==> src/hw/rtl/spi_pkg.sv <==
// Shared types and codes of the snapshot position interpolator.
// No dependencies; imported by every module of the block.
`default_nettype none

package spi_pkg;

   localparam logic [1:0] ACT_SNAP  = 2'd0;
   localparam logic [1:0] ACT_TICK  = 2'd1;
   localparam logic [1:0] ACT_EVENT = 2'd2;

   localparam int unsigned LANES = 3;
   localparam int unsigned DELTA_WIDTH = 16;

   typedef enum logic {
      ST_IDLE,
      ST_RUN
   } state_type;

   typedef struct packed {
      logic start;
      logic zero_span;
   } lane_cmd_type;

endpackage

`default_nettype wire

==> src/hw/rtl/spi_lane.sv <==
// One interpolation lane: bit-serial exact floor(|next - current| * elapsed / span).
// Depends on spi_pkg for the lane command struct.
`default_nettype none

module spi_lane
   import spi_pkg::*;
#(
   parameter int COORD_WIDTH = 32,
   parameter int TIME_WIDTH  = 32
) (
   input  wire logic                   clock,
   input  wire logic                   reset,
   input  wire lane_cmd_type           cmd,
   input  wire logic [COORD_WIDTH-1:0] cur_i,
   input  wire logic [COORD_WIDTH-1:0] nxt_i,
   input  wire logic [TIME_WIDTH-2:0]  elapsed_i,
   input  wire logic [TIME_WIDTH-2:0]  span_i,
   output logic                        done_o,
   output logic [COORD_WIDTH-1:0]      result_o
);

   localparam int STEPS = COORD_WIDTH + 1;
   localparam int CNT_W = $clog2(STEPS + 1);

   logic [CNT_W-1:0]       cnt_ff;
   logic [COORD_WIDTH:0]   mag_ff, q_ff, q_in;
   logic [TIME_WIDTH-2:0]  rem_ff, rem_in;
   logic [TIME_WIDTH-2:0]  e_ff, span_ff;
   logic [COORD_WIDTH-1:0] cur_ff;
   logic                   neg_ff, zero_ff;

   logic [COORD_WIDTH:0]   diff, mag;
   logic [TIME_WIDTH:0]    t, s1, s2, t_red;
   logic [1:0]             digit;
   logic [COORD_WIDTH:0]   cur_x, sum;

   assign diff = {nxt_i[COORD_WIDTH-1], nxt_i} - {cur_i[COORD_WIDTH-1], cur_i};
   assign mag  = diff[COORD_WIDTH] ? (~diff + 1'b1) : diff;

   always_comb begin
      t  = {1'b0, rem_ff, 1'b0} + (mag_ff[COORD_WIDTH] ? {2'b00, e_ff} : '0);
      s1 = {2'b00, span_ff};
      s2 = {1'b0, span_ff, 1'b0};
      if (t >= s2) begin
         t_red = t - s2;
         digit = 2'd2;
      end else if (t >= s1) begin
         t_red = t - s1;
         digit = 2'd1;
      end else begin
         t_red = t;
         digit = 2'd0;
      end
      rem_in = t_red[TIME_WIDTH-2:0];
      q_in   = {q_ff[COORD_WIDTH-1:0], 1'b0} + {{(COORD_WIDTH-1){1'b0}}, digit};
   end

   always_ff @(posedge clock) begin
      if (reset) begin
         cnt_ff <= '0;
      end else if (cmd.start) begin
         cnt_ff <= CNT_W'(STEPS);
      end else if (cnt_ff != '0) begin
         cnt_ff <= cnt_ff - 1'b1;
      end
   end

   always_ff @(posedge clock) begin
      if (cmd.start) begin
         mag_ff  <= mag;
         q_ff    <= '0;
         rem_ff  <= '0;
         e_ff    <= elapsed_i;
         span_ff <= span_i;
         cur_ff  <= cur_i;
         neg_ff  <= diff[COORD_WIDTH];
         zero_ff <= cmd.zero_span;
      end else if (cnt_ff != '0) begin
         mag_ff <= {mag_ff[COORD_WIDTH-1:0], 1'b0};
         q_ff   <= q_in;
         rem_ff <= rem_in;
      end
   end

   assign cur_x    = {cur_ff[COORD_WIDTH-1], cur_ff};
   assign sum      = neg_ff ? (cur_x - q_ff) : (cur_x + q_ff);
   assign result_o = zero_ff ? cur_ff : sum[COORD_WIDTH-1:0];
   assign done_o   = (cnt_ff == '0);

endmodule

`default_nettype wire

==> src/hw/rtl/spi_merge.sv <==
// Output stage: gathers the lane results into one registered result transfer.
// Depends on spi_pkg for the lane count.
`default_nettype none

module spi_merge
   import spi_pkg::*;
#(
   parameter int COORD_WIDTH = 32
) (
   input  wire logic                               clock,
   input  wire logic                               reset,
   input  wire logic                               push_i,
   input  wire logic [LANES-1:0][COORD_WIDTH-1:0]  lane_res_i,
   output logic                                    ready_o,
   output logic                                    rsp_valid,
   input  wire logic                               rsp_ready,
   output logic signed [COORD_WIDTH-1:0]           rsp_pos_x,
   output logic signed [COORD_WIDTH-1:0]           rsp_pos_y,
   output logic signed [COORD_WIDTH-1:0]           rsp_pos_z
);

   logic                                  valid_ff;
   logic [LANES-1:0][COORD_WIDTH-1:0]     pos_ff;

   assign ready_o = !valid_ff || rsp_ready;

   always_ff @(posedge clock) begin
      if (reset) begin
         valid_ff <= 1'b0;
      end else if (push_i) begin
         valid_ff <= 1'b1;
      end else if (rsp_ready) begin
         valid_ff <= 1'b0;
      end
   end

   always_ff @(posedge clock) begin
      if (push_i) begin
         pos_ff <= lane_res_i;
      end
   end

   assign rsp_valid = valid_ff;
   assign rsp_pos_x = pos_ff[0];
   assign rsp_pos_y = pos_ff[1];
   assign rsp_pos_z = pos_ff[2];

endmodule

`default_nettype wire

==> src/hw/rtl/snapshot_position_interpolator.sv <==
// Top level: snapshot bookkeeping, tick control and three interpolation lanes.
// Depends on spi_pkg, spi_lane and spi_merge.
//
//   channel   prefix  direction  payload
//   input     req_    in         action, snap_time, snap_x/y/z, tick_delta
//   result    rsp_    out        pos_x, pos_y, pos_z
//
// Snapshot, event, ignored and non-emitting tick items are accepted while idle.
// An emitting tick loads the lanes, runs COORD_WIDTH + 1 shift-add-divide steps
// in each lane, then merges; no new item is accepted until it has merged.
// Reset is synchronous; control and snapshot state clear, lane data does not.
// A held result stalls nothing until the lanes finish the next emitting tick;
// that tick then waits for the output register to free up.
`default_nettype none

module snapshot_position_interpolator
   import spi_pkg::*;
#(
   parameter int COORD_WIDTH = 32,
   parameter int TIME_WIDTH  = 32
) (
   input  wire logic                          clock,
   input  wire logic                          reset,
   input  wire logic                          req_valid,
   output logic                               req_ready,
   input  wire logic [1:0]                    req_action,
   input  wire logic signed [TIME_WIDTH-1:0]  req_snap_time,
   input  wire logic signed [COORD_WIDTH-1:0] req_snap_x,
   input  wire logic signed [COORD_WIDTH-1:0] req_snap_y,
   input  wire logic signed [COORD_WIDTH-1:0] req_snap_z,
   input  wire logic [DELTA_WIDTH-1:0]        req_tick_delta,
   output logic                               rsp_valid,
   input  wire logic                          rsp_ready,
   output logic signed [COORD_WIDTH-1:0]      rsp_pos_x,
   output logic signed [COORD_WIDTH-1:0]      rsp_pos_y,
   output logic signed [COORD_WIDTH-1:0]      rsp_pos_z
);

   localparam int PAD_W = TIME_WIDTH + 1 - DELTA_WIDTH;

   state_type state_ff, state_in;

   logic                                 pending_ff;
   logic [TIME_WIDTH-1:0]                pend_time_ff, cur_time_ff, nxt_time_ff, span_ff;
   logic [LANES-1:0][COORD_WIDTH-1:0]    pend_pt_ff, cur_pt_ff, nxt_pt_ff;
   logic [TIME_WIDTH-2:0]                elapsed_ff, elapsed_in;

   logic                                 accept;
   logic [LANES-1:0][COORD_WIDTH-1:0]    snap_pt, cur_pt_new, nxt_pt_new;
   logic [TIME_WIDTH-1:0]                cur_time_new, nxt_time_new, span_new;
   logic [TIME_WIDTH-2:0]                elapsed_new;
   logic [TIME_WIDTH:0]                  elapsed_sum;
   logic                                 emit, is_tick;
   logic                                 lanes_done, merge_ready, push;
   lane_cmd_type                         lane_cmd;
   logic [LANES-1:0]                     lane_done;
   logic [LANES-1:0][COORD_WIDTH-1:0]    lane_res;

   assign accept  = req_valid && req_ready;
   assign snap_pt = {req_snap_z, req_snap_y, req_snap_x};
   assign is_tick = (req_action == ACT_TICK);

   always_comb begin
      if (pending_ff) begin
         cur_time_new = nxt_time_ff;
         nxt_time_new = pend_time_ff;
         span_new     = pend_time_ff - nxt_time_ff;
         elapsed_new  = '0;
         cur_pt_new   = nxt_pt_ff;
         nxt_pt_new   = pend_pt_ff;
      end else begin
         cur_time_new = cur_time_ff;
         nxt_time_new = nxt_time_ff;
         span_new     = span_ff;
         elapsed_new  = elapsed_ff;
         cur_pt_new   = cur_pt_ff;
         nxt_pt_new   = nxt_pt_ff;
      end
      emit        = !span_new[TIME_WIDTH-1] && ({1'b0, elapsed_new} <= span_new);
      elapsed_sum = {2'b00, elapsed_new} + {{PAD_W{1'b0}}, req_tick_delta};
      elapsed_in  = (elapsed_sum[TIME_WIDTH:TIME_WIDTH-1] != 2'b00) ? '1
                                                                     : elapsed_sum[TIME_WIDTH-2:0];
   end

   always_ff @(posedge clock) begin
      if (reset) begin
         pending_ff   <= 1'b0;
         pend_time_ff <= '0;
         cur_time_ff  <= '0;
         nxt_time_ff  <= '0;
         span_ff      <= '0;
         elapsed_ff   <= '0;
         pend_pt_ff   <= '0;
         cur_pt_ff    <= '0;
         nxt_pt_ff    <= '0;
      end else if (accept) begin
         unique case (req_action)
            ACT_SNAP: begin
               pending_ff   <= 1'b1;
               pend_time_ff <= req_snap_time;
               pend_pt_ff   <= snap_pt;
            end
            ACT_EVENT: begin
               pending_ff <= 1'b1;
            end
            ACT_TICK: begin
               pending_ff  <= 1'b0;
               cur_time_ff <= cur_time_new;
               nxt_time_ff <= nxt_time_new;
               span_ff     <= span_new;
               elapsed_ff  <= elapsed_in;
               cur_pt_ff   <= cur_pt_new;
               nxt_pt_ff   <= nxt_pt_new;
            end
            default: begin
               pending_ff <= pending_ff;
            end
         endcase
      end
   end

   always_ff @(posedge clock) begin
      if (reset) begin
         state_ff <= ST_IDLE;
      end else begin
         state_ff <= state_in;
      end
   end

   always_comb begin
      state_in = state_ff;
      unique case (state_ff)
         ST_IDLE: begin
            if (accept && is_tick && emit) begin
               state_in = ST_RUN;
            end
         end
         ST_RUN: begin
            if (lanes_done && merge_ready) begin
               state_in = ST_IDLE;
            end
         end
         default: state_in = ST_IDLE;
      endcase
   end

   always_comb begin
      req_ready          = 1'b0;
      push               = 1'b0;
      lane_cmd.start     = 1'b0;
      lane_cmd.zero_span = (span_new == '0);
      unique case (state_ff)
         ST_IDLE: begin
            req_ready      = 1'b1;
            lane_cmd.start = req_valid && is_tick && emit;
         end
         ST_RUN: begin
            push = lanes_done && merge_ready;
         end
         default: begin
            req_ready = 1'b0;
         end
      endcase
   end

   assign lanes_done = &lane_done;

   for (genvar g = 0; g < LANES; g++) begin : g_lane
      spi_lane #(
         .COORD_WIDTH (COORD_WIDTH),
         .TIME_WIDTH  (TIME_WIDTH)
      ) u_lane (
         .clock     (clock),
         .reset     (reset),
         .cmd       (lane_cmd),
         .cur_i     (cur_pt_new[g]),
         .nxt_i     (nxt_pt_new[g]),
         .elapsed_i (elapsed_new),
         .span_i    (span_new[TIME_WIDTH-2:0]),
         .done_o    (lane_done[g]),
         .result_o  (lane_res[g])
      );
   end

   spi_merge #(
      .COORD_WIDTH (COORD_WIDTH)
   ) u_merge (
      .clock      (clock),
      .reset      (reset),
      .push_i     (push),
      .lane_res_i (lane_res),
      .ready_o    (merge_ready),
      .rsp_valid  (rsp_valid),
      .rsp_ready  (rsp_ready),
      .rsp_pos_x  (rsp_pos_x),
      .rsp_pos_y  (rsp_pos_y),
      .rsp_pos_z  (rsp_pos_z)
   );

endmodule

`default_nettype wire

==> config.mk <==
export PLATFORM = sky130hd
export DESIGN_NAME = snapshot_position_interpolator
export DESIGN_NICKNAME = d
export VERILOG_FILES = /design/src/hw/rtl/spi_pkg.sv /design/src/hw/rtl/spi_lane.sv /design/src/hw/rtl/spi_merge.sv /design/src/hw/rtl/snapshot_position_interpolator.sv
export SDC_FILE = /design/constraint.sdc
export NUM_CORES = 2
export LEC_CHECK = 0
export ABC_AREA = 0
export BUFFER_PORTS_ARGS = -buffer_cell sky130_fd_sc_hd__buf_4
export CORE_MARGIN = 2
export CORE_UTILIZATION = 30
export DETAILED_ROUTE_END_ITERATION = 8
export GPL_ROUTABILITY_DRIVEN = 0
export HOLD_SLACK_MARGIN = 0.08
export MAX_ROUTING_LAYER = met4
export SYNTH_ARGS = -nofsm -noshare
export SYNTH_HDL_FRONTEND = slang
export SYNTH_SLANG_ARGS = --single-unit
==> constraint.sdc <==
create_clock -name clock -period 16.8 [get_ports clock]
set_input_delay 3.36 -clock clock [delete_from_list [all_inputs] [get_ports clock]]
set_output_delay 3.36 -clock clock [all_outputs]
set_load 0.05 [all_outputs]
* Word-level counts from Yosys, hierarchy flattened
Index checks and enable logic that the tools add are counted.
** Storage, ports and cells
- Register bits after elaboration :: 982
- Input port bits :: 150
- Output and inout port bits :: 98
** Cells by class
- Add/subtract/negate cells :: 29
- Magnitude comparators :: 7
- Equal/unequal tests :: 2
- Multiplexer cells :: 50
- Bitwise operators :: 4
- Reduce and logical (&&, ||, !) cells :: 31
** Operators with widths (count)
- $mux 31 :: 11
- $mux 33 :: 9
- $mux 32 :: 7
- $mux 96 :: 2
- $sub 31x31->31 :: 6
- $sub 32x32->32 :: 4
- $add 32x31->33 :: 3
- $add 33x1->33 const B :: 3
- $ge 33x31->1 :: 3
- $ge 33x32->1 :: 3
- $not 33->33 :: 3
- $sub 32x32->33 :: 3
- $add 32x2->32 :: 3
- $add 32x32->32 :: 3
- $mux 6 :: 6
- $add 31x16->32 :: 1
- $le 31x32->1 :: 1
- $logic_not 32->1 :: 1
- $logic_not 6->1 :: 3
- $reduce_bool 6->1 :: 3
- $sub 6x1->6 const B :: 3
- $reduce_bool 2->1 :: 6
- $mux 1 :: 10
- $logic_and 1x1->1 :: 7
- 11 further kinds :: 19

* Logic depth before layout (Yosys ltp)
- Depth after elaboration :: 7
- Mapped depth :: 36

* Cells and area by module
Synthesis repeated with hierarchy kept, for this count alone.
** Unflattened totals
- Cells, all modules :: 9130
- Area, all modules :: 77295.4 um^2
** Modules (own cells, without submodules)
- spi_lane (g_lane[0].u_lane ...) :: times used 2, cells an instance 2085, area each 17623.2 um^2, seq. area each 5255.0 um^2
- snapshot_position_interpolator :: times used 1, cells an instance 2637, area each 20764.9 um^2, seq. area each 8348.0 um^2
- spi_lane (g_lane[2].u_lane) :: times used 1, cells an instance 2223, area each 18355.1 um^2, seq. area each 5255.0 um^2
- spi_merge :: times used 1, cells an instance 100, area each 2929.1 um^2, seq. area each 2902.8 um^2

* Worst setup path before layout
Ideal clock, no wire load.
- Path kind :: input to register
- From :: in rsp_ready
- To :: reg u_merge.pos_ff, in the netlist u_merge.rsp_pos_x[0] (enable)
- Library setup time :: 0.673 ns
- Data arrival time :: 10.168 ns
- Data required time :: 16.127 ns
- Path slack :: 5.960 ns
- Cell stages on the path :: 3
- Path buffers :: 0
- Cell sequence :: nand2b_1 -> nand3_1 -> nor3_1
** On the way
- Cells in the longest elaborated chain, start to end :: 3
** Ends and longest elaborated chain
- start: declaration :: RTL line snapshot_position_interpolator.sv:33 : input wire logic rsp_ready,
- $logic_or 1x1->1 :: RTL line spi_merge.sv:25 : assign ready_o = !valid_ff || rsp_ready;
- $logic_and 1x1->1 :: RTL line snapshot_position_interpolator.sv:158 : push = lanes_done && merge_ready;
- $mux 1 :: RTL line snapshot_position_interpolator.sv:152 : unique case (state_ff)
- named net push :: RTL line snapshot_position_interpolator.sv:54 : logic lanes_done, merge_ready, push;
- end signal: assignment :: RTL line spi_merge.sv:39 : pos_ff <= lane_res_i;
- end: declaration :: RTL line spi_merge.sv:23 : logic [LANES-1:0][COORD_WIDTH-1:0] pos_ff;
The timed path passes the listed nets, and every way through them passes these cells.
A chain may end at the register's enable or synchronous reset.

* Final worst setup path
- From :: reg g_lane[0].u_lane.mag_ff[32]
- To :: reg g_lane[0].u_lane.q_ff[25]
** On the way
- Cells in the longest elaborated chain, start to end :: 6
- Elaborated cells between the ends (all ways) :: 7
- Classes of those cells :: add/sub (2); order compare (2); mux (3)
** Ends and longest elaborated chain
- start: declaration :: RTL line spi_lane.sv:26 : logic [COORD_WIDTH:0] mag_ff, q_ff, q_in;
- start signal: assignment :: RTL line spi_lane.sv:70 : mag_ff <= mag;
- start signal: assignment :: RTL line spi_lane.sv:79 : mag_ff <= {mag_ff[COORD_WIDTH-1:0], 1'b0};
- $mux 31 * :: RTL line spi_lane.sv:41 : t = {1'b0, rem_ff, 1'b0} + (mag_ff[COORD_WIDTH] ? {2'b00, e_ff} : '0);
- $add 32x31->33 * :: RTL line spi_lane.sv:41
- $ge 33x31->1 :: RTL line spi_lane.sv:47 : end else if (t >= s1) begin
- $mux 1 :: RTL line spi_lane.sv:47
- $mux 2 * :: RTL line spi_lane.sv:44 : if (t >= s2) begin
- $add 32x2->32 * :: RTL line spi_lane.sv:55 : q_in = {q_ff[COORD_WIDTH-1:0], 1'b0} + {{(COORD_WIDTH-1){1'b0}}, digit};
- end signal: assignment :: RTL line spi_lane.sv:80 : q_ff <= q_in;
- end: declaration :: RTL line spi_lane.sv:26
Every way passes the cells marked *; elsewhere a longest branch is shown, timed or not.

==> results.py <==
metrics = {
    "sta": {
        "setup_slack_ns": 8.049,
        "finalHoldViolations": 0,
        "finalCriticalPeriod_ns": 8.751,
        "worst_pin_slew_ns": 1.170,
        "final.setup.tns_ns": 0,
        "timing.final.crit_share_pct": 52.09,
        "final-max-slew-violation-count": 0,
        "max_freq_mhz": 114.3,
        "clock-skew-final_ns": 0.04420,
        "slew_headroom_pct": 22.02,
        "setup_violations": 0,
        "grt_setup_unrepaired": "false",
        "timing.hold.ws_ns": 0.4516,
    },
    "final_layout": {
        "synthToLayoutAreaGrowth_pct": 12.11,
        "final_common_cell": "nand2_1",
        "multi_input_area_sq_mm": 0.04476,
        "filler_cell_count": 24290,
        "postLayoutCellArea_sq_mm": 0.07970,
        "layout-drive-gt1-share_pct": 8.675,
        "ff_latch_area_sq_mm": 0.02324,
        "final_cell_mix": "nand2_1 (1069), a21oi_1 (882), nor2_1 (709), dfxtp_1 (624), ha_1 (558)",
        "nNetsFinal": 9261,
    },
    "detailed_routing": {
        "ant_nets": 0,
        "drc_errors": 0,
        "via_count": 62240,
        "via_per_inst": 5.281,
        "drt_wl_total_um": 212600,
        "wl_per_cell_um": 18.04,
        "dr.pass1.iters": 6,
        "drt_iter0_markers": 4791,
    },
    "placed_design": {
        "dpl_worst_slack_ns": 7.941,
        "dpl-instance-area_sq_mm": 0.07582,
        "hpwl_um": 158900,
        "portBuffers": 247,
    },
    "worst_setup_path": {
        "cp_data_required_time_ns": 17.47,
        "worstSetupEndpointType": "register",
        "arrival_ns": 9.42,
        "max_stage_delay_ns": 0.91,
        "r2r-start": "g_lane[0].u_lane.mag_ff[32]",
        "reg2reg_slack_ns": 8.05,
        "crit_slowest_cell": "and4b_1",
        "r2r-end": "g_lane[0].u_lane.q_ff[25]",
        "crit_fanout": 31,
        "criticalPathCategory": "reg -> reg",
        "cp-start-kind": "register",
        "reg2reg_depth": 30,
    },
    "die": {
        "die_area_sq_mm": 0.2409,
        "core_sq_mm": 0.2354,
        "io_pins": 248,
        "rows": 178,
        "chipHeight_um": 490.8,
        "initial_core_util_pct": 30.20,
        "die_w_um": 490.8,
    },
    "synthesis": {
        "ys.flop_type": "dfxtp_1",
        "yosysWarnings": 0,
        "synth-simple-area-share_pct": 17.55,
        "synth_xor_area_share_pct": 8.550,
        "synthMuxAreaShare_pct": 4.391,
        "synth_seq_cells": 982,
        "synth_compound_area_share_pct": 22.07,
        "ys_seq_area_share_pct": 32.68,
        "netlist_area_sq_mm": 0.07109,
        "synth_nets": 9250,
        "synth_edf_count": 357,
        "synth_cell_types": 112,
        "synth_area_per_cell_sq_um": 8.339,
        "syn_inst": 8525,
        "synth_top_family_by_area": "compound AO/OA/AOI/OAI gates",
        "async_reset_ff_share_pct": 0,
        "synthAdderAreaFrac_pct": 10.30,
    },
    "global_routing": {
        "grt_pass1_vias": 59130,
        "overflow": 0,
        "grt_antenna_before_repair": 5,
        "grt_max_degree": 165,
        "grt_pass1_wl_um": 332100,
        "grt_usage_pct": 17.40,
    },
    "clocking": {
        "tritoncts": "yes",
        "clockBufferDepth": 3,
        "htreeDepth": 3,
        "cts-resized-gates": 0,
        "cts_sinks": 982,
        "cts.clk_slew.worst_paths_ns": 0.07,
        "clk_latency_ns": 0.77,
        "holdBufCountCts": 0,
        "cts_setup_buffers": 0,
        "cts_buffers": 111,
        "cts-root-buf": "clkbuf_16",
    },
    "hold_path": {
        "hold_depth": 2,
        "hold_path.startpoint": "pend_pt_ff[20]",
        "min_path_type": "reg -> reg",
        "hold_end": "pend_pt_ff[20]",
    },
    "flow_run": {
        "maxCapViolCount": 0,
    },
    "pwr": {
        "vdd_ir_drop_max_v": 0.0001784,
        "p_leak_nw": 32.42,
        "p_per_area_mw_per_mm2": 243.5,
    },
    "status": {
        "status": "complete, no violations",
    },
}
state kept, by name, summed over array words and instances (netlist names), 93 cells and up:
signal	flops
cur_pt_ff	96
g_lane.u_lane.cur_ff	96
g_lane.u_lane.mag_ff	99
g_lane.u_lane.q_ff	96
g_lane.u_lane.rem_ff	93
nxt_pt_ff	96
pend_pt_ff	96
synth_stat cells (19+ instances only):
cell type,instances,area share (%)
nand2_1,1071,5.7
a21oi_1,882,6.2
nor2_1,713,3.8
dfxtp_1,625,18
ha_1,558,9.8
xnor2_1,467,5.8
inv_1,389,2.1
edfxtp_1,357,15
o21ai_0,352,2.5
clkbuf_1,329,1.7
a211oi_1,297,3.1
a21o_1,280,3.0
xor2_1,227,2.8
nor3_1,160,1.1
mux2_2,146,2.3
mux2i_1,142,2.0
and2_1,131,1.2
nand3_1,120,0.84
nor2b_1,89,0.78
a31oi_1,87,0.77
and3_1,79,0.70
o21a_1,75,0.79
nand2b_1,73,0.64
o21bai_1,72,0.76
nand4_1,71,0.62
buf_2,49,0.34
o211ai_1,43,0.45
nor4_1,42,0.37
or3_1,36,0.32
o31ai_1,31,0.33
a2111oi_0,26,0.32
a221oi_1,25,0.31
o22ai_1,24,0.21
buf_1,22,0.12
nor3b_1,21,0.22
or2_2,21,0.18
a211o_1,20,0.25
a21boi_0,19,0.20
a311oi_1,19,0.23
per-layer routing:
metal / vias to the layer above / part of all wire [%] / GRT usage [%]
met2: 1614 / 46 / 27.77
met1: 29650 / 46 / 22.85
li1: 30640 / - / -
met3: 333 / 4.9 / 1.870
met5: - / 0 / -
met4: 0 / 3.4 / 5.917
cell type report:
type                    count  share of cell area (%)
flip-flops and latches    982                   29.16
diodes                      2                0.006280
multi-input cells        6733                   56.17
clock inverters            63                  0.9263
repair buffers            315                   3.008
inverters                 393                   1.860
well taps                3150                   4.945
clock buffers             148                   3.931
stage by stage:
| stage | util, % | power [W] | cells |
|---|---|---|---|
| floorplan | - | 0.01365 | 8525 |
| global placement | 32.21 | 0.01626 | 11570 |
| detailed placement | 32.21 | 0.01655 | 11570 |
| CTS | 33.85 | 0.01928 | 11780 |
| global route | 33.86 | 0.02094 | 11790 |
| finish | 33.86 | 0.01941 | 11790 |
worst max-delay path: cells and delay by family (launching register included):
kind,cells,cell delay [ns]
AO/OA/AOI/OAI,13,3.23
flip-flops,1,0.77
AND/OR/NAND/NOR,10,2.56
XOR/XNOR,2,0.33
adder cells (fa/ha/maj),4,1.32
buffers and inverters,1,0.37
worst max path at each step:
stage	slack [ns]	to	depth (start not counted)	from
after floorplan	5.96	u_merge.rsp_pos_x[0]	3	rsp_ready
after global placement	7.88	g_lane[0].u_lane.mag_ff[2]	13	req_valid
after detailed placement	7.94	g_lane[0].u_lane.mag_ff[7]	13	req_valid
after CTS	8.17	g_lane[0].u_lane.q_ff[25]	30	g_lane[0].u_lane.mag_ff[32]
after global routing	7.42	g_lane[0].u_lane.q_ff[25]	30	g_lane[0].u_lane.mag_ff[32]
final	8.05	g_lane[0].u_lane.q_ff[25]	30	g_lane[0].u_lane.mag_ff[32]
power by group:
group,switching (W),internal (W),total (W)
registers,0.000464,0.00318,0.00364
clock network,0.00110,0.00150,0.00260
logic,0.00779,0.00538,0.0132
total,0.00935,0.0101,0.0194
cell families after synthesis:
group                    count (synthesis)
flip-flops                             982
multiplexers                           292
AND/OR/NAND/NOR                       2722
adder cells (fa/ha/maj)                575
buffers and inverters                  810
AO/OA/AOI/OAI                         2450
XOR/XNOR                               694
No activity file was read; power rests on OpenSTA's default activity.
